[src/rtl/core/unique_entry_list_with_compaction_top_defines.svh]
// Assertion macros shared by the entry list RTL.
`ifndef UNIQUE_ENTRY_LIST_WITH_COMPACTION_TOP_DEFINES_SVH
`define UNIQUE_ENTRY_LIST_WITH_COMPACTION_TOP_DEFINES_SVH

// Same-cycle implication, clocked on clk, off during reset.
`define UELC_ASSERT_IMPL(lbl, ante, cons, msg) \
	lbl: assert property (@(posedge clk) disable iff (!arst_n) (ante) |-> (cons)) \
		else $error(msg);

// Next-cycle implication, clocked on clk, off during reset.
`define UELC_ASSERT_NEXT(lbl, ante, cons, msg) \
	lbl: assert property (@(posedge clk) disable iff (!arst_n) (ante) |=> (cons)) \
		else $error(msg);

`endif

[src/rtl/core/uelc_pkg.sv]
// Shared types and constants for the entry list.
`timescale 1ns / 1ps
package uelc_pkg;

	localparam int MAX_ENTRIES_DEF = 16;

	localparam int OP_W      = 2;
	localparam int CHAPTER_W = 16;
	localparam int PAGE_W    = 16;
	localparam int INDEX_W   = 4;
	localparam int STAMP_W   = 32;
	localparam int STATUS_W  = 3;
	localparam int COUNT_W   = 5;

	// hit bits examined per search cycle
	localparam int GROUP_W   = 8;
	localparam int GROUP_LOG = 3;

	typedef enum logic [OP_W-1:0] {
		OP_ADD    = 2'd0,
		OP_REMOVE = 2'd1,
		OP_FIND   = 2'd2,
		OP_CLEAR  = 2'd3
	} op_t;

	typedef enum logic [STATUS_W-1:0] {
		ST_OK        = 3'd0,
		ST_FULL      = 3'd1,
		ST_DUP       = 3'd2,
		ST_BAD_INDEX = 3'd3,
		ST_NOT_FOUND = 3'd4
	} status_t;

	typedef enum logic {
		S_IDLE,
		S_BUSY
	} state_t;

	typedef struct packed {
		logic [CHAPTER_W-1:0] chapter;
		logic [PAGE_W-1:0]    page;
		logic [STAMP_W-1:0]   stamp;
	} entry_t;

	typedef struct packed {
		logic                 cmp_en;
		logic                 write_en;
		logic                 shift_en;
		logic [CHAPTER_W-1:0] probe_chapter;
		logic [PAGE_W-1:0]    probe_page;
		entry_t               fill;
	} cell_ctrl_t;

	typedef struct packed {
		logic done;
		logic found;
	} scan_stat_t;

endpackage

[src/rtl/core/uelc_cell.sv]
// One list position: stored entry, pair compare and shift from the upper neighbor.
`timescale 1ns / 1ps
module uelc_cell #(
	parameter int MAX_ENTRIES = uelc_pkg::MAX_ENTRIES_DEF,
	parameter int POS         = 0
) (
	input  logic                                 clk,
	input  uelc_pkg::cell_ctrl_t                 ctrl,
	input  logic [$clog2(MAX_ENTRIES+1)-1:0]     live_count,
	input  logic [uelc_pkg::INDEX_W-1:0]         rm_index,
	input  uelc_pkg::entry_t                     entry_next,
	output uelc_pkg::entry_t                     entry,
	output logic                                 hit
);
	import uelc_pkg::*;

	entry_t entry_q;
	logic   hit_q;
	logic   live;
	logic   here;
	logic   past_idx;

	assign live     = POS < int'(live_count);
	assign here     = POS == int'(live_count);
	assign past_idx = POS >= int'(rm_index);

	always_ff @(posedge clk) begin
		if (ctrl.cmp_en) begin
			hit_q <= live && (entry_q.chapter == ctrl.probe_chapter)
				&& (entry_q.page == ctrl.probe_page);
		end
		// append lands on the first free cell; remove pulls every cell at or above the hole
		if (ctrl.write_en && here) begin
			entry_q <= ctrl.fill;
		end else if (ctrl.shift_en && past_idx) begin
			entry_q <= entry_next;
		end
	end

	assign entry = entry_q;
	assign hit   = hit_q;

endmodule

[src/rtl/core/uelc_scan.sv]
// Lowest-hit search over the cell row, one group of hit bits per cycle.
`timescale 1ns / 1ps
module uelc_scan #(
	parameter int MAX_ENTRIES = uelc_pkg::MAX_ENTRIES_DEF
) (
	input  logic                                 clk,
	input  logic                                 arst_n,
	input  logic                                 start,
	input  logic                                 run,
	input  logic [MAX_ENTRIES-1:0]               hits,
	input  logic [$clog2(MAX_ENTRIES+1)-1:0]     live_count,
	output uelc_pkg::scan_stat_t                 stat,
	output logic [$clog2(MAX_ENTRIES)-1:0]       pos
);
	import uelc_pkg::*;

	localparam int CW   = $clog2(MAX_ENTRIES + 1);
	localparam int IW   = $clog2(MAX_ENTRIES);
	localparam int NG   = (MAX_ENTRIES + GROUP_W - 1) / GROUP_W;
	localparam int PADW = NG * GROUP_W;
	localparam int PW   = $clog2(NG + 1);
	localparam int GW   = (NG > 1) ? $clog2(NG) : 1;
	localparam int BW   = PW + GROUP_LOG;
	localparam int XW   = (BW > CW) ? BW : CW;

	logic [PADW-1:0]      hits_pad;
	logic [GROUP_W-1:0]   groups [NG];
	logic [GROUP_W-1:0]   grp;
	logic [PW-1:0]        ptr_q;
	logic                 found_q;
	logic [IW-1:0]        pos_q;
	logic [BW-1:0]        base;
	logic                 at_end;
	logic                 any;
	logic [GROUP_LOG-1:0] low;

	assign hits_pad = PADW'(hits);

	always_comb begin
		for (int g = 0; g < NG; g++) begin
			groups[g] = hits_pad[g*GROUP_W +: GROUP_W];
		end
	end

	assign base   = {ptr_q, {GROUP_LOG{1'b0}}};
	assign at_end = XW'(base) >= XW'(live_count);
	assign grp    = groups[ptr_q[GW-1:0]];
	assign any    = |grp;

	always_comb begin
		low = '0;
		for (int b = GROUP_W - 1; b >= 0; b--) begin
			if (grp[b]) begin
				low = GROUP_LOG'(b);
			end
		end
	end

	assign stat.done  = found_q || at_end;
	assign stat.found = found_q;
	assign pos        = pos_q;

	always_ff @(posedge clk or negedge arst_n) begin
		if (!arst_n) begin
			ptr_q   <= '0;
			found_q <= 1'b0;
		end else if (start) begin
			ptr_q   <= '0;
			found_q <= 1'b0;
		end else if (run && !stat.done) begin
			ptr_q <= ptr_q + PW'(1);
			if (any) begin
				found_q <= 1'b1;
			end
		end
	end

	always_ff @(posedge clk) begin
		if (run && !stat.done && any) begin
			pos_q <= IW'(base + BW'(low));
		end
	end

endmodule

[src/rtl/core/unique_entry_list_with_compaction_top.sv]
// Top level of the packed unique entry list: cell row, hit search and request control.
//
//  channel | direction | handshake            | payload
//  --------+-----------+----------------------+-------------------------------------------
//  in      | to block  | in_valid / in_ready  | operation, chapter_number, page_number,
//          |           |                      | entry_index, time_stamp
//  out     | from block| out_valid / out_ready| status, match_index, entry_count
//
// Remove, clear and add on a full list finish in the busy state without a hit search.
// Add and find run the hit search: it walks the registered compare bits of the cell row
// eight cells per cycle and stops at the first hit or once it passes the live entries.
// One item is in work at a time; the next is taken once the result is in the output register.
// Reset empties the list and drops any pending result; stored entries are not cleared.
// A stalled output holds its result; a finished item waits until the held result is taken.
`timescale 1ns / 1ps
`include "unique_entry_list_with_compaction_top_defines.svh"
module unique_entry_list_with_compaction_top #(
	parameter int MAX_ENTRIES = uelc_pkg::MAX_ENTRIES_DEF
) (
	input  logic                              clk,
	input  logic                              arst_n,
	input  logic                              in_valid,
	output logic                              in_ready,
	input  logic [uelc_pkg::OP_W-1:0]         operation,
	input  logic [uelc_pkg::CHAPTER_W-1:0]    chapter_number,
	input  logic [uelc_pkg::PAGE_W-1:0]       page_number,
	input  logic [uelc_pkg::INDEX_W-1:0]      entry_index,
	input  logic [uelc_pkg::STAMP_W-1:0]      time_stamp,
	output logic                              out_valid,
	input  logic                              out_ready,
	output logic [uelc_pkg::STATUS_W-1:0]     status,
	output logic [uelc_pkg::INDEX_W-1:0]      match_index,
	output logic [uelc_pkg::COUNT_W-1:0]      entry_count
);
	import uelc_pkg::*;

	localparam int CW  = $clog2(MAX_ENTRIES + 1);
	localparam int IW  = $clog2(MAX_ENTRIES);
	localparam int XIW = (INDEX_W > CW) ? INDEX_W : CW;

	state_t                 state_q;
	state_t                 state_d;
	op_t                    op_q;
	logic [INDEX_W-1:0]     idx_q;
	entry_t                 fill_q;
	logic [CW-1:0]          count_q;
	logic [CW-1:0]          count_d;
	logic                   out_valid_q;
	status_t                status_q;
	logic [INDEX_W-1:0]     match_q;
	logic [COUNT_W-1:0]     ecount_q;

	logic                   accept;
	logic                   out_free;
	logic                   finish;
	logic                   commit;
	logic                   full;
	logic                   bad_idx;
	status_t                res_status;
	logic [IW-1:0]          res_match;
	logic                   wr;
	logic                   sh;

	cell_ctrl_t             ctrl;
	entry_t                 ent [MAX_ENTRIES];
	logic [MAX_ENTRIES-1:0] hits;
	scan_stat_t             scan_stat;
	logic [IW-1:0]          pos;

	assign accept   = in_valid && in_ready;
	assign out_free = !out_valid_q || out_ready;
	assign full     = count_q == CW'(MAX_ENTRIES);
	assign bad_idx  = XIW'(idx_q) >= XIW'(count_q);

	always_comb begin
		unique case (op_q)
			OP_ADD:    finish = full || scan_stat.done;
			OP_FIND:   finish = scan_stat.done;
			OP_REMOVE: finish = 1'b1;
			OP_CLEAR:  finish = 1'b1;
			default:   finish = 1'b1;
		endcase
	end

	always_comb begin
		state_d  = state_q;
		in_ready = 1'b0;
		commit   = 1'b0;
		unique case (state_q)
			S_IDLE: begin
				in_ready = 1'b1;
				if (in_valid) begin
					state_d = S_BUSY;
				end
			end
			S_BUSY: begin
				if (finish && out_free) begin
					commit  = 1'b1;
					state_d = S_IDLE;
				end
			end
			default: state_d = S_IDLE;
		endcase
	end

	always_comb begin
		res_status = ST_OK;
		res_match  = '0;
		count_d    = count_q;
		wr         = 1'b0;
		sh         = 1'b0;
		unique case (op_q)
			OP_ADD: begin
				if (full) begin
					res_status = ST_FULL;
				end else if (scan_stat.found) begin
					res_status = ST_DUP;
					res_match  = pos;
				end else begin
					res_match = IW'(count_q);
					count_d   = count_q + CW'(1);
					wr        = 1'b1;
				end
			end
			OP_REMOVE: begin
				if (bad_idx) begin
					res_status = ST_BAD_INDEX;
				end else begin
					count_d = count_q - CW'(1);
					sh      = 1'b1;
				end
			end
			OP_FIND: begin
				if (scan_stat.found) begin
					res_match = pos;
				end else begin
					res_status = ST_NOT_FOUND;
				end
			end
			OP_CLEAR: count_d = '0;
			default:  count_d = count_q;
		endcase
	end

	// compare on accept, write or shift on commit
	assign ctrl.cmp_en        = accept;
	assign ctrl.write_en      = commit && wr;
	assign ctrl.shift_en      = commit && sh;
	assign ctrl.probe_chapter = chapter_number;
	assign ctrl.probe_page    = page_number;
	assign ctrl.fill          = fill_q;

	for (genvar i = 0; i < MAX_ENTRIES; i++) begin : g_cell
		entry_t nxt;
		if (i == MAX_ENTRIES - 1) begin : g_last
			assign nxt = ent[i];
		end else begin : g_mid
			assign nxt = ent[i+1];
		end
		uelc_cell #(
			.MAX_ENTRIES (MAX_ENTRIES),
			.POS         (i)
		) u_cell (
			.clk        (clk),
			.ctrl       (ctrl),
			.live_count (count_q),
			.rm_index   (idx_q),
			.entry_next (nxt),
			.entry      (ent[i]),
			.hit        (hits[i])
		);
	end

	uelc_scan #(
		.MAX_ENTRIES (MAX_ENTRIES)
	) u_scan (
		.clk        (clk),
		.arst_n     (arst_n),
		.start      (accept),
		.run        (state_q == S_BUSY),
		.hits       (hits),
		.live_count (count_q),
		.stat       (scan_stat),
		.pos        (pos)
	);

	always_ff @(posedge clk or negedge arst_n) begin
		if (!arst_n) begin
			state_q     <= S_IDLE;
			count_q     <= '0;
			out_valid_q <= 1'b0;
		end else begin
			state_q <= state_d;
			if (commit) begin
				count_q     <= count_d;
				out_valid_q <= 1'b1;
			end else if (out_ready) begin
				out_valid_q <= 1'b0;
			end
		end
	end

	always_ff @(posedge clk) begin
		if (accept) begin
			op_q         <= op_t'(operation);
			idx_q        <= entry_index;
			fill_q.chapter <= chapter_number;
			fill_q.page    <= page_number;
			fill_q.stamp   <= time_stamp;
		end
		if (commit) begin
			status_q <= res_status;
			match_q  <= INDEX_W'(res_match);
			ecount_q <= COUNT_W'(count_d);
		end
	end

	assign out_valid   = out_valid_q;
	assign status      = status_q;
	assign match_index = match_q;
	assign entry_count = ecount_q;

	`UELC_ASSERT_NEXT(a_one_item, accept, !in_ready, "item accepted while another is in work")
	`UELC_ASSERT_IMPL(a_count_bound, 1'b1, count_q <= CW'(MAX_ENTRIES), "count past capacity")
	`UELC_ASSERT_NEXT(a_add_grows, commit && (op_q == OP_ADD) && (res_status == ST_OK),
		count_q == $past(count_q) + CW'(1), "successful add did not grow the list")
	`UELC_ASSERT_IMPL(a_hit_at_pos, commit && (op_q == OP_FIND) && scan_stat.found,
		hits[pos], "found position holds no hit")
	`UELC_ASSERT_NEXT(a_out_on_commit, commit, out_valid_q, "finished item not presented")

endmodule
[config.mk]
export PLATFORM = sky130hd
export DESIGN_NAME = unique_entry_list_with_compaction_top
export DESIGN_NICKNAME = d
export VERILOG_FILES = /design/src/rtl/core/uelc_pkg.sv /design/src/rtl/core/uelc_cell.sv /design/src/rtl/core/uelc_scan.sv /design/src/rtl/core/unique_entry_list_with_compaction_top.sv
export VERILOG_INCLUDE_DIRS = /design/src /design/src/rtl/core
export SDC_FILE = /design/constraint.sdc
export NUM_CORES = 1
export LEC_CHECK = 0
export ABC_AREA = 0
export BUFFER_PORTS_ARGS = -buffer_cell sky130_fd_sc_hd__buf_2
export CAP_MARGIN = 20
export CORE_UTILIZATION = 30
export DETAILED_ROUTE_END_ITERATION = 16
export PLACE_DENSITY = 0.48
export SLEW_MARGIN = 30
export SYNTH_ARGS = -nofsm -noshare
export SYNTH_HDL_FRONTEND = slang
export SYNTH_SLANG_ARGS = --single-unit
[constraint.sdc]
create_clock -name clk -period 6.9 [get_ports clk]
set_clock_uncertainty 0.2 [all_clocks]
set_input_delay 0.69 -clock clk [delete_from_list [all_inputs] [get_ports clk]]
set_output_delay 0.69 -clock clk [all_outputs]
set_load 0.02 [all_outputs]
==> flow_metrics.env, run 1 <==
export IMPL_outcome="finished, final reports clean"
export IMPL_hold_depth=1
export IMPL_drv_cap=0
export IMPL_io_pins=88
export IMPL_fin_nets=2274
export IMPL_grt_start_max_net_pins=34
export IMPL_hold_end="op_q[0]"
export IMPL_top_layer="met4"
export IMPL_fmax_mhz=204
export IMPL_yosysUniqueCellTypes=58
export IMPL_max_slew_margin=0.285
export IMPL_start_kind="register"
export IMPL_core_um2=102000
export IMPL_slew_viol_final=0
export IMPL_tns_ns=0
export IMPL_wl_met2_mm=53.6
export IMPL_crit_chain="inv_1, ha_1, and4bb_2, or3_1, buf_4, a211oi_4, nand3_2, o21ai_4, buf_16"
export IMPL_crit_type="reg -> reg"
export IMPL_clk_pin_slew_ns=0.06
export IMPL_first_iter_violations=1807
export IMPL_drt_wl_total_mm=111
export IMPL_cp_num_cells=9
export IMPL_max_clock_path_buffers=3
export IMPL_ant_nets=0
export IMPL_finalCritPeriodShare=0.712
export IMPL_wire_per_inst_um=30.8
export IMPL_wl_met1_mm=47.8
export IMPL_antenna_found_initial=0
export IMPL_crit_path_top_delay_cell="dfrtp_1"
export IMPL_cts_tree="done"
export IMPL_endpoint_kind="register"
export IMPL_die_w_um=323
export IMPL_syn_area_per_cell_um2=14.4
export IMPL_grt_usage=0.214
export IMPL_syn2layout_area_growth_pct=13.7
export IMPL_cpPeakStageDelay_ns=0.80
export IMPL_yosysWarnings=0
export IMPL_ys_flop_type="edfxtp_1"
export IMPL_cts_max_level=3
export IMPL_yosysSeqAreaShare=0.575
export IMPL_cp_top_family="simple AND/OR/NAND/NOR gates"
export IMPL_ys_ff_latch=592
export IMPL_hold_viol=0
export IMPL_setup_viol=0
export IMPL_vias_per_cell=5.20
export IMPL_reg2regPathDepth=9
export IMPL_min_delay_start="operation[0]"
export IMPL_rows=117
export IMPL_synth_edf_count=582
export IMPL_drive_gt1_frac=0.326
export IMPL_synth_async_sr_flop_share=0.0169
export IMPL_hp_class="in -> reg"
export IMPL_root_buffer="clkbuf_16"
export IMPL_reg2reg_from="count_q[1]"
export IMPL_grt_overflow=0
export IMPL_critPathArrivalTime_ns=5.03
export IMPL_drt_first_pass_iters=5
export IMPL_dr_wl_met3_mm=5.94
export IMPL_start_util=0.303
export IMPL_post_dp_hpwl_mm=77.0
export IMPL_cts_sinks=592
export IMPL_fin_crit_ns=4.91
export IMPL_syn_instance_count=2144
export IMPL_total_leakage_power_nw=11.6
export IMPL_worst_pin_slew_ns=1.06
export IMPL_rsz0062_at_grt="no"
export IMPL_ir_worst_vdd_mv=0.198
export IMPL_drc_errors=0
export IMPL_worstPathRequired_ns=7.02
export IMPL_gp_congestion=0.867
export IMPL_fin_util=0.344
export IMPL_portBuffers=55
export IMPL_r2r_slack_ns=1.99
export IMPL_syn_nets=2230
export IMPL_worst_path_buf_inv=3
export IMPL_dieArea_um2=104000
export IMPL_via_count=18700
export IMPL_pwr_density_cell_nw_per_um2=288
export IMPL_syn_area_um2=30800
export IMPL_cts_resized=0
export IMPL_cts_buffers=68
export IMPL_die_h_um=323
export IMPL_reg2reg_to="g_cell[6].u_cell.entry[47]"
export IMPL_path_max_fanout=22
export IMPL_worst_skew_pair_late_latency_ns=0.63
export IMPL_grt_pass1_wl_mm=155
export IMPL_first_global_vias=19200
-- final cells by class --
type / instances / area [um2]
diodes: 1 / 2.50
well taps: 1368 / 1710
clock inverters: 27 / 203
fillers: 9914 / 66700
inverters: 14 / 52.6
clock buffers: 90 / 1810
flip-flops and latches: 592 / 17700
repair buffers: 137 / 1040
multi-input cells: 1375 / 12500
-- registers in the layout, indices dropped and copies added (netlist names) --
name / count
g_cell.u_cell.entry: 512
ctrl: 32
g_cell.u_cell.hit: 16
count_q: 5
entry_count: 5
idx_q: 4
match_index: 4
u_scan.pos: 4
status: 3
op_q: 2
u_scan.ptr_q: 2
out_valid: 1
state_q: 1
u_scan.found_q: 1
-- kinds of logic after synthesis --
| kind of cell | synth area share |
|---|---|
| mux | 0.176 |
| flops | 0.575 |
| simple gates | 0.0526 |
| buf+inv | 0.0236 |
| fa+ha+maj | 0.00487 |
| xor+xnor | 0.146 |
| compound gates | 0.0216 |
-- cells in the mapped netlist (all sizes together), types with 12 or more instances --
master / n / area share
edfxtp: 582 / 0.57
mux2: 482 / 0.18
xor2: 388 / 0.11
xnor2: 126 / 0.036
clkbuf: 103 / 0.013
nor4: 99 / 0.020
buf: 60 / 0.0093
nand4: 48 / 0.0099
nand3: 28 / 0.0054
nand2: 23 / 0.0028
nor3: 23 / 0.0045
o21ai: 21 / 0.0034
nor2: 19 / 0.0023
a21oi: 15 / 0.0024
inv: 13 / 0.0016
ha: 12 / 0.0049
-- how the worst max path moves through the flow --
stage / start / to / slack, ns
final: count_q[1] / g_cell[6].u_cell.entry[47] / 1.99
after global routing: count_q[0] / g_cell[6].u_cell.entry[47] / 1.83
after CTS: count_q[1] / g_cell[0].u_cell.entry[62] / 2.06
after detailed placement: count_q[0] / g_cell[6].u_cell.entry[60] / 2.07
after global placement: count_q[1] / g_cell[6].u_cell.entry[54] / 2.05
after floorplan: count_q[1] / g_cell[0].u_cell.entry[32] / 1.61
-- timing repair --
action,4_1_cts,5_1_grt
setup buffers,0,0
setup endpoints to repair,0,0
hold buffers,1,0
hold endpoints to repair,10,0
-- layer usage --
metal,vias up,track usage
met2,707,0.357
met3,181,0.0309
met5,-,0
met1,9797,0.281
li1,8061,-
met4,0,0.0767
-- where the power goes --
part | switching (mW) | internal (mW) | leakage (nW)
Combinational | 1.24 | 0.592 | 5.22
Clock | 1.52 | 1.95 | 0.976
Sequential | 0.392 | 4.39 | 5.42
-- layout by cell type (no fill, tap or decap), types with 5 or more instances in the layout --
cell / synthesis / routed
o31ai_1: 7 / 6
a21o_1: 10 / 10
buf_4: 0 / 65
clkbuf_16: 0 / 69
buf_6: 0 / 5
o21ai_0: 21 / 17
nand4_1: 47 / 47
nor3_4: 0 / 5
a2111oi_0: 7 / 6
nand2b_1: 8 / 7
clkinv_2: 0 / 7
buf_2: 50 / 55
a21oi_1: 15 / 15
nor4_1: 99 / 99
edfxtp_1: 582 / 582
buf_8: 0 / 7
nor2_1: 19 / 19
nand3_1: 23 / 23
nor3_1: 18 / 18
nand3_2: 5 / 5
nand2_1: 23 / 23
xor2_1: 388 / 388
ha_1: 12 / 12
nor2b_1: 5 / 5
xnor2_1: 126 / 126
mux2_2: 480 / 480
inv_1: 12 / 11
clkbuf_1: 103 / 21
clkinv_1: 1 / 15
dfrtp_1: 10 / 10
-- per-stage QoR --
step	cells	instance area, um2	hold WS (ns)	power [mW]	worst slack (ns)
2_1_floorplan	2144	30800	0.194	5.70	1.61
3_3_place_gp	3469	32700	0.293	6.61	2.05
3_5_place_dp	3484	33000	0.320	6.66	2.07
4_1_cts	3602	35000	0.0265	10.1	2.06
5_1_grt	3603	35000	0.0439	10.4	1.83
6_report	3604	35000	0.0631	10.1	1.99
Power figures use the tool's default switching activity.
==> inputs of run 2 (changes only) <==
--- a/config.mk
+++ b/config.mk
@@ -6,7 +6,7 @@
 export SDC_FILE = /design/constraint.sdc
 export NUM_CORES = 1
 export LEC_CHECK = 0
-export ABC_AREA = 0
+export ABC_AREA = 1
 export BUFFER_PORTS_ARGS = -buffer_cell sky130_fd_sc_hd__buf_2
 export CAP_MARGIN = 20
 export CORE_UTILIZATION = 30
==> constraint.sdc (replaced) <==
create_clock -name clk -period 4.7 [get_ports clk]
set_clock_uncertainty 0.2 [all_clocks]
set_input_delay 0.47 -clock clk [delete_from_list [all_inputs] [get_ports clk]]
set_output_delay 0.47 -clock clk [all_outputs]
set_load 0.02 [all_outputs]
==> flow_metrics.env, run 2 <==
export IMPL_synth_top_area_frac=0.564
export IMPL_yosysUniqueCellTypes=49
export IMPL_antenna_found_initial=6
export IMPL_fin_util=0.342
export IMPL_grt_pass1_wl_mm=162
export IMPL_critPathArrivalTime_ns=3.63
export IMPL_hold_viol=0
export IMPL_ys_ff_latch=592
export IMPL_syn_area_um2=31000
export IMPL_wire_per_inst_um=24.9
export IMPL_core_um2=102000
export IMPL_yosysWarnings=0
export IMPL_root_buffer="clkbuf_16"
export IMPL_rsz0062_at_grt="no"
export IMPL_drt_first_pass_iters=6
export IMPL_dieArea_um2=105000
export IMPL_die_w_um=323
export IMPL_drc_errors=0
export IMPL_io_pins=88
export IMPL_clk_pin_slew_ns=0.06
export IMPL_die_h_um=323
export IMPL_finalNonFillerCells=4574
export IMPL_grt_start_max_net_pins=66
export IMPL_dp_slack_ns=1.11
export IMPL_synth_edf_count=582
export IMPL_pwr_density_cell_nw_per_um2=439
export IMPL_yosys_top_cells_count="nand2_1, edfxtp_1, o21ai_1"
export IMPL_fin_crit_ns=3.59
export IMPL_yosysMostFrequentCell="nand2_1"
export IMPL_hp_class="in -> reg"
export IMPL_ir_worst_vdd_mv=0.346
export IMPL_first_iter_violations=2659
export IMPL_via_count=23500
export IMPL_grt_overflow=0
export IMPL_cts_tree="done"
export IMPL_crit_type="reg -> reg"
export IMPL_synth_async_sr_flop_share=0.0169
export IMPL_max_clock_path_buffers=3
export IMPL_syn_nets=3247
export IMPL_final_common_cell="nand2_1"
export IMPL_setup_viol=0
export IMPL_drive_gt1_frac=0.0836
export IMPL_largest_reg_flops=512
export IMPL_portBuffers=55
export IMPL_finalCritPeriodShare=0.764
export IMPL_dp_cells=4442
export IMPL_max_slew_margin=0.338
export IMPL_ant_nets=0
export IMPL_worst_skew_pair_late_latency_ns=0.64
export IMPL_synth_area_leader_cell="edfxtp_1"
export IMPL_syn_area_per_cell_um2=9.80
export IMPL_post_dp_hpwl_mm=83.9
export IMPL_syn_instance_count=3161
export IMPL_whs_ns=0.0560
export IMPL_endpoint_kind="register"
export IMPL_path_max_fanout=32
export IMPL_fmax_mhz=278
export IMPL_start_kind="register"
export IMPL_rows=117
export IMPL_worst_pin_slew_ns=0.992
export IMPL_start_util=0.303
export IMPL_first_global_vias=21600
export IMPL_yosysSeqAreaShare=0.572
export IMPL_cts_buffers=69
export IMPL_cts_max_level=3
export IMPL_setup_ws_ns=1.11
export IMPL_worstPathRequired_ns=4.74
export IMPL_layout_common_cells="nand2_1, edfxtp_1, o21ai_1"
export IMPL_cts_resized=0
export IMPL_fin_nets=3241
export IMPL_grt_usage=0.216
export IMPL_ys_flop_type="edfxtp_1"
export IMPL_vias_per_cell=5.15
export IMPL_outcome="finished, final reports clean"
export IMPL_ys_top_cells_by_area="edfxtp_1, nand2_1, o21ai_1, xnor2_1, o21ai_0"
export IMPL_total_leakage_power_nw=12.9
export IMPL_cts_sinks=592
export IMPL_syn2layout_area_growth_pct=12.6
export IMPL_drv_cap=0
export IMPL_drt_wl_total_mm=114
export IMPL_gp_congestion=0.909
export IMPL_slew_viol_final=0
run 2: cell families (layout without fill, tap and decap cells):
logic type,count (synthesis),after routing,share of synthesized area
and+or+nand+nor,1224,1224,0.163
AOI/OAI and AO/OA,683,683,0.117
DFF,592,592,0.572
buffers and inverters,336,379,0.0539
xor gates and xnor gates,313,313,0.0885
adders and majority gates,12,12,0.00485
muxes,1,1,0.000323
other,0,2,0
run 2: per-layer routing:
layer,share of wire,vias up,global-route usage
li1,-,10900,-
met1,0.44,11600,0.298
met2,0.46,896,0.349
met3,0.076,159,0.0364
met4,0.025,4,0.0615
met5,0.00019,-,0
run 2: layout make-up:
cell class                      instances  area [um2]
Tap cell                             1368        1710
Timing Repair Buffer                  128         966
Clock buffer                           89        1840
Sequential cell                       592       17700
Antenna cell                            2        5.00
Fill cell                           10400       67200
Clock inverter                         31         312
Multi-Input combinational cell       2233       11800
Inverter                              131         494
run 2: what timing repair did:
action,in CTS,in global routing
endpoints found under the hold margin,18,0
hold buffers,9,0
setup buffers,0,0
run 2: worst max-delay path, stage by stage (launching register included):
cell	delay [ns]
dfrtp_1	0.38
inv_1	0.30
ha_1	0.33
nand3_2	0.16
nand3_4	0.14
nand2_2	0.08
nand2_4	0.08
buf_4	0.33
nand2_4	0.17
inv_4	0.25
nand2_2	0.12
nand2_2	0.61
run 2: metrics by stage:
stage / area, um2 / TNS, ns / power [mW]
4_1_cts: 34800 / 0 / 15.4
6_report: 34900 / 0 / 15.3
2_1_floorplan: 31000 / -61.55 / 8.66
3_3_place_gp: 32500 / 0 / 9.97
3_5_place_dp: 32600 / 0 / 10.0
5_1_grt: 34900 / 0 / 15.9
run 2: power breakdown:
group | leakage, nW | total [mW] | internal [mW] | switching, mW
logic | 6.46 | 3.18 | 0.813 | 2.37
registers | 5.41 | 6.73 | 6.43 | 0.302
clock network | 1.03 | 5.39 | 3.10 | 2.29
total | 12.9 | 15.3 | 10.3 | 4.96
run 2: final timing paths:
check	start	end	slack [ns]	cells after the start
min reg2reg	ctrl[38]	g_cell[15].u_cell.entry[38]	0.25	0
max in group asynchronous	arst_n	count_q[4]	4.00	2
max reg2reg	count_q[1]	g_cell[3].u_cell.entry[47]	1.11	11
min in group asynchronous	arst_n	count_q[3]	0.07	2
max	count_q[1]	g_cell[3].u_cell.entry[47]	1.11	11
min	chapter_number[2]	ctrl[50]	0.06	1
==> inputs of run 3 (changes only) <==
--- a/config.mk
+++ b/config.mk
@@ -11,7 +11,7 @@
 export CAP_MARGIN = 20
 export CORE_UTILIZATION = 30
 export DETAILED_ROUTE_END_ITERATION = 16
-export PLACE_DENSITY = 0.48
+export PLACE_DENSITY = 0.5
 export SLEW_MARGIN = 30
 export SYNTH_ARGS = -nofsm -noshare
 export SYNTH_HDL_FRONTEND = slang
==> constraint.sdc (replaced) <==
create_clock -name clk -period 3.3 [get_ports clk]
set_clock_uncertainty 0.2 [all_clocks]
set_input_delay 0.33 -clock clk [delete_from_list [all_inputs] [get_ports clk]]
set_output_delay 0.33 -clock clk [all_outputs]
set_load 0.02 [all_outputs]
==> flow_metrics.env, run 3 (synthesis results as in run 2) <==
export IMPL_die_w_um=323
export IMPL_post_dp_hpwl_mm=84.7
export IMPL_first_iter_violations=2966
export IMPL_crit_top_cell="nand2_4"
export IMPL_grt_start_max_net_pins=65
export IMPL_drive_gt1_frac=0.0920
export IMPL_ir_worst_vdd_mv=0.406
export IMPL_hold_viol=0
export IMPL_crit_path_top_delay_cell="dfrtp_1"
export IMPL_grt_usage=0.218
export IMPL_rows=117
export IMPL_seq_area_um2=17700
export IMPL_total_leakage_power_nw=13.2
export IMPL_hp_class="in -> reg"
export IMPL_netSwitchingFraction=0.328
export IMPL_grt_overflow=0
export IMPL_seqPwrFrac=0.440
export IMPL_combPwrFrac=0.218
export IMPL_wire_per_inst_um=25.0
export IMPL_core_um2=102000
export IMPL_dieArea_um2=105000
export IMPL_p_total_mw=21.8
export IMPL_gp_congestion=0.897
export IMPL_crit_chain="inv_1, ha_1, nand3_1, nor2_1, nor2_2, nand2_4, buf_4, nand2_4, inv_4, nand2_2, nand2_1, buf_6"
export IMPL_crit_type="reg -> reg"
export IMPL_fin_nets=3273
export IMPL_switchingPower_mw=7.15
export IMPL_fillers=10400
export IMPL_cts_sinks=592
export IMPL_endpoint_kind="register"
export IMPL_dp_cells=4472
export IMPL_path_max_fanout=32
export IMPL_pwr_density_cell_nw_per_um2=616
export IMPL_first_global_vias=21900
export IMPL_tns_ns=0
export IMPL_clk_pin_slew_ns=0.07
export IMPL_fmax_mhz=325
export IMPL_outcome="finished, final reports clean"
export IMPL_largest_reg_flops=512
export IMPL_drt_wl_total_mm=115
export IMPL_rsz0062_at_grt="no"
export IMPL_cts_buffers=69
export IMPL_cpPeakStageDelay_ns=0.38
export IMPL_start_util=0.303
export IMPL_root_buffer="clkbuf_16"
export IMPL_drv_cap=0
export IMPL_finalCritPeriodShare=0.934
export IMPL_fin_crit_ns=3.08
export IMPL_die_h_um=323
export IMPL_multi_input_area_um2=11800
export IMPL_max_clock_path_buffers=3
export IMPL_io_pins=88
export IMPL_worst_skew_pair_late_latency_ns=0.63
export IMPL_layout_common_cells="nand2_1, edfxtp_1, o21ai_1"
export IMPL_critPathArrivalTime_ns=3.17
export IMPL_ant_nets=0
export IMPL_vias_per_cell=5.18
export IMPL_final_common_cell="nand2_1"
export IMPL_via_count=23900
export IMPL_intPower_mw=14.6
export IMPL_cts_tree="done"
export IMPL_worstPathRequired_ns=3.39
export IMPL_worst_pin_slew_ns=0.916
export IMPL_cts_max_level=3
export IMPL_start_kind="register"
export IMPL_grt_pass1_wl_mm=163
export IMPL_setup_viol=0
export IMPL_max_slew_margin=0.389
export IMPL_portBuffers=55
export IMPL_clkPwrFrac=0.342
export IMPL_syn2layout_area_growth_pct=14.1
export IMPL_finalNonFillerCells=4608
export IMPL_drc_errors=0
export IMPL_antenna_found_initial=4
export IMPL_slew_viol_final=0
export IMPL_drt_first_pass_iters=6
==> run 3: cell count changes in the layout (fill, tap and decap cells not counted), sizes merged <==
| cell | change |
|---|---|
| clkinv | +3 |
| clkbuf | +4 |
| diode | -1 |
| buf | +29 |
| dlygate4sd3 | +3 |
| bufinv | -4 |
==> run 3: path summary, 6_finish.rpt <==
| check | startpoint | to | slack, ns | cells after the start |
|---|---|---|---|---|
| worst max-delay path | count_q[1] | g_cell[3].u_cell.entry[56] | 0.22 | 12 |
| worst min-delay path | chapter_number[10] | ctrl[58] | 0.04 | 2 |
| worst max register to register | count_q[1] | g_cell[3].u_cell.entry[56] | 0.22 | 12 |
| worst min register to register | ctrl[35] | g_cell[15].u_cell.entry[35] | 0.24 | 0 |
| max in group asynchronous | arst_n | count_q[3] | 1.88 | 3 |
| min in group asynchronous | arst_n | u_scan.ptr_q[1] | 0.61 | 3 |
==> run 3: power groups by stage <==
stage | logic, mW | clock network, mW | registers [mW]
after detailed placement | 4.73 | 0 | 9.71
final | 4.75 | 7.44 | 9.57
after CTS | 4.75 | 7.54 | 9.56
after global routing | 5.14 | 7.82 | 9.62
after floorplan | 2.65 | 0 | 9.70
after global placement | 4.68 | 0 | 9.71
==> run 3: final cells by class <==
cell class              count  share of cell area
diodes                      1           0.0000708
well taps                1368              0.0484
inverters                 131              0.0140
flip-flops and latches    592               0.502
multi-input cells        2233               0.334
repair buffers            160              0.0418
clock inverters            30             0.00613
clock buffers              93              0.0535
==> run 3: metal layers <==
metal	vias to the layer above	part of all wire	GRT usage
li1	10900	-	-
met1	11800	0.44	0.308
met2	983	0.45	0.344
met3	133	0.079	0.0332
met4	4	0.027	0.0658
met5	-	0.00014	0
==> run 3: through the flow <==
| step | hold slack [ns] | instance area [um2] | utilization | setup WS, ns |
|---|---|---|---|---|
| 5_1_grt | 0.0157 | 35300 | 0.346 | 0.0808 |
| 4_1_cts | 0.00279 | 35300 | 0.346 | 0.133 |
| 2_1_floorplan | -0.166 | 31100 | - | 0.0861 |
| 6_report | 0.0372 | 35300 | 0.346 | 0.219 |
| 3_3_place_gp | 0.0404 | 33000 | 0.323 | 0.153 |
| 3_5_place_dp | 0.0460 | 33100 | 0.324 | 0.152 |
==> run 3: critical path, delay by kind of cell (launching register included) <==
family                   cells  cell delay (ns)
adder cells (fa/ha/maj)      1             0.31
AND/OR/NAND/NOR              7             0.84
flip-flops                   1             0.38
buffers and inverters        4             0.97
==> run 3: repair_timing <==
item	in CTS	in global routing
setup endpoints to repair	0	32
hold endpoints to repair	20	0
hold buffers	12	0
setup buffers	0	0
gates resized for setup	0	1
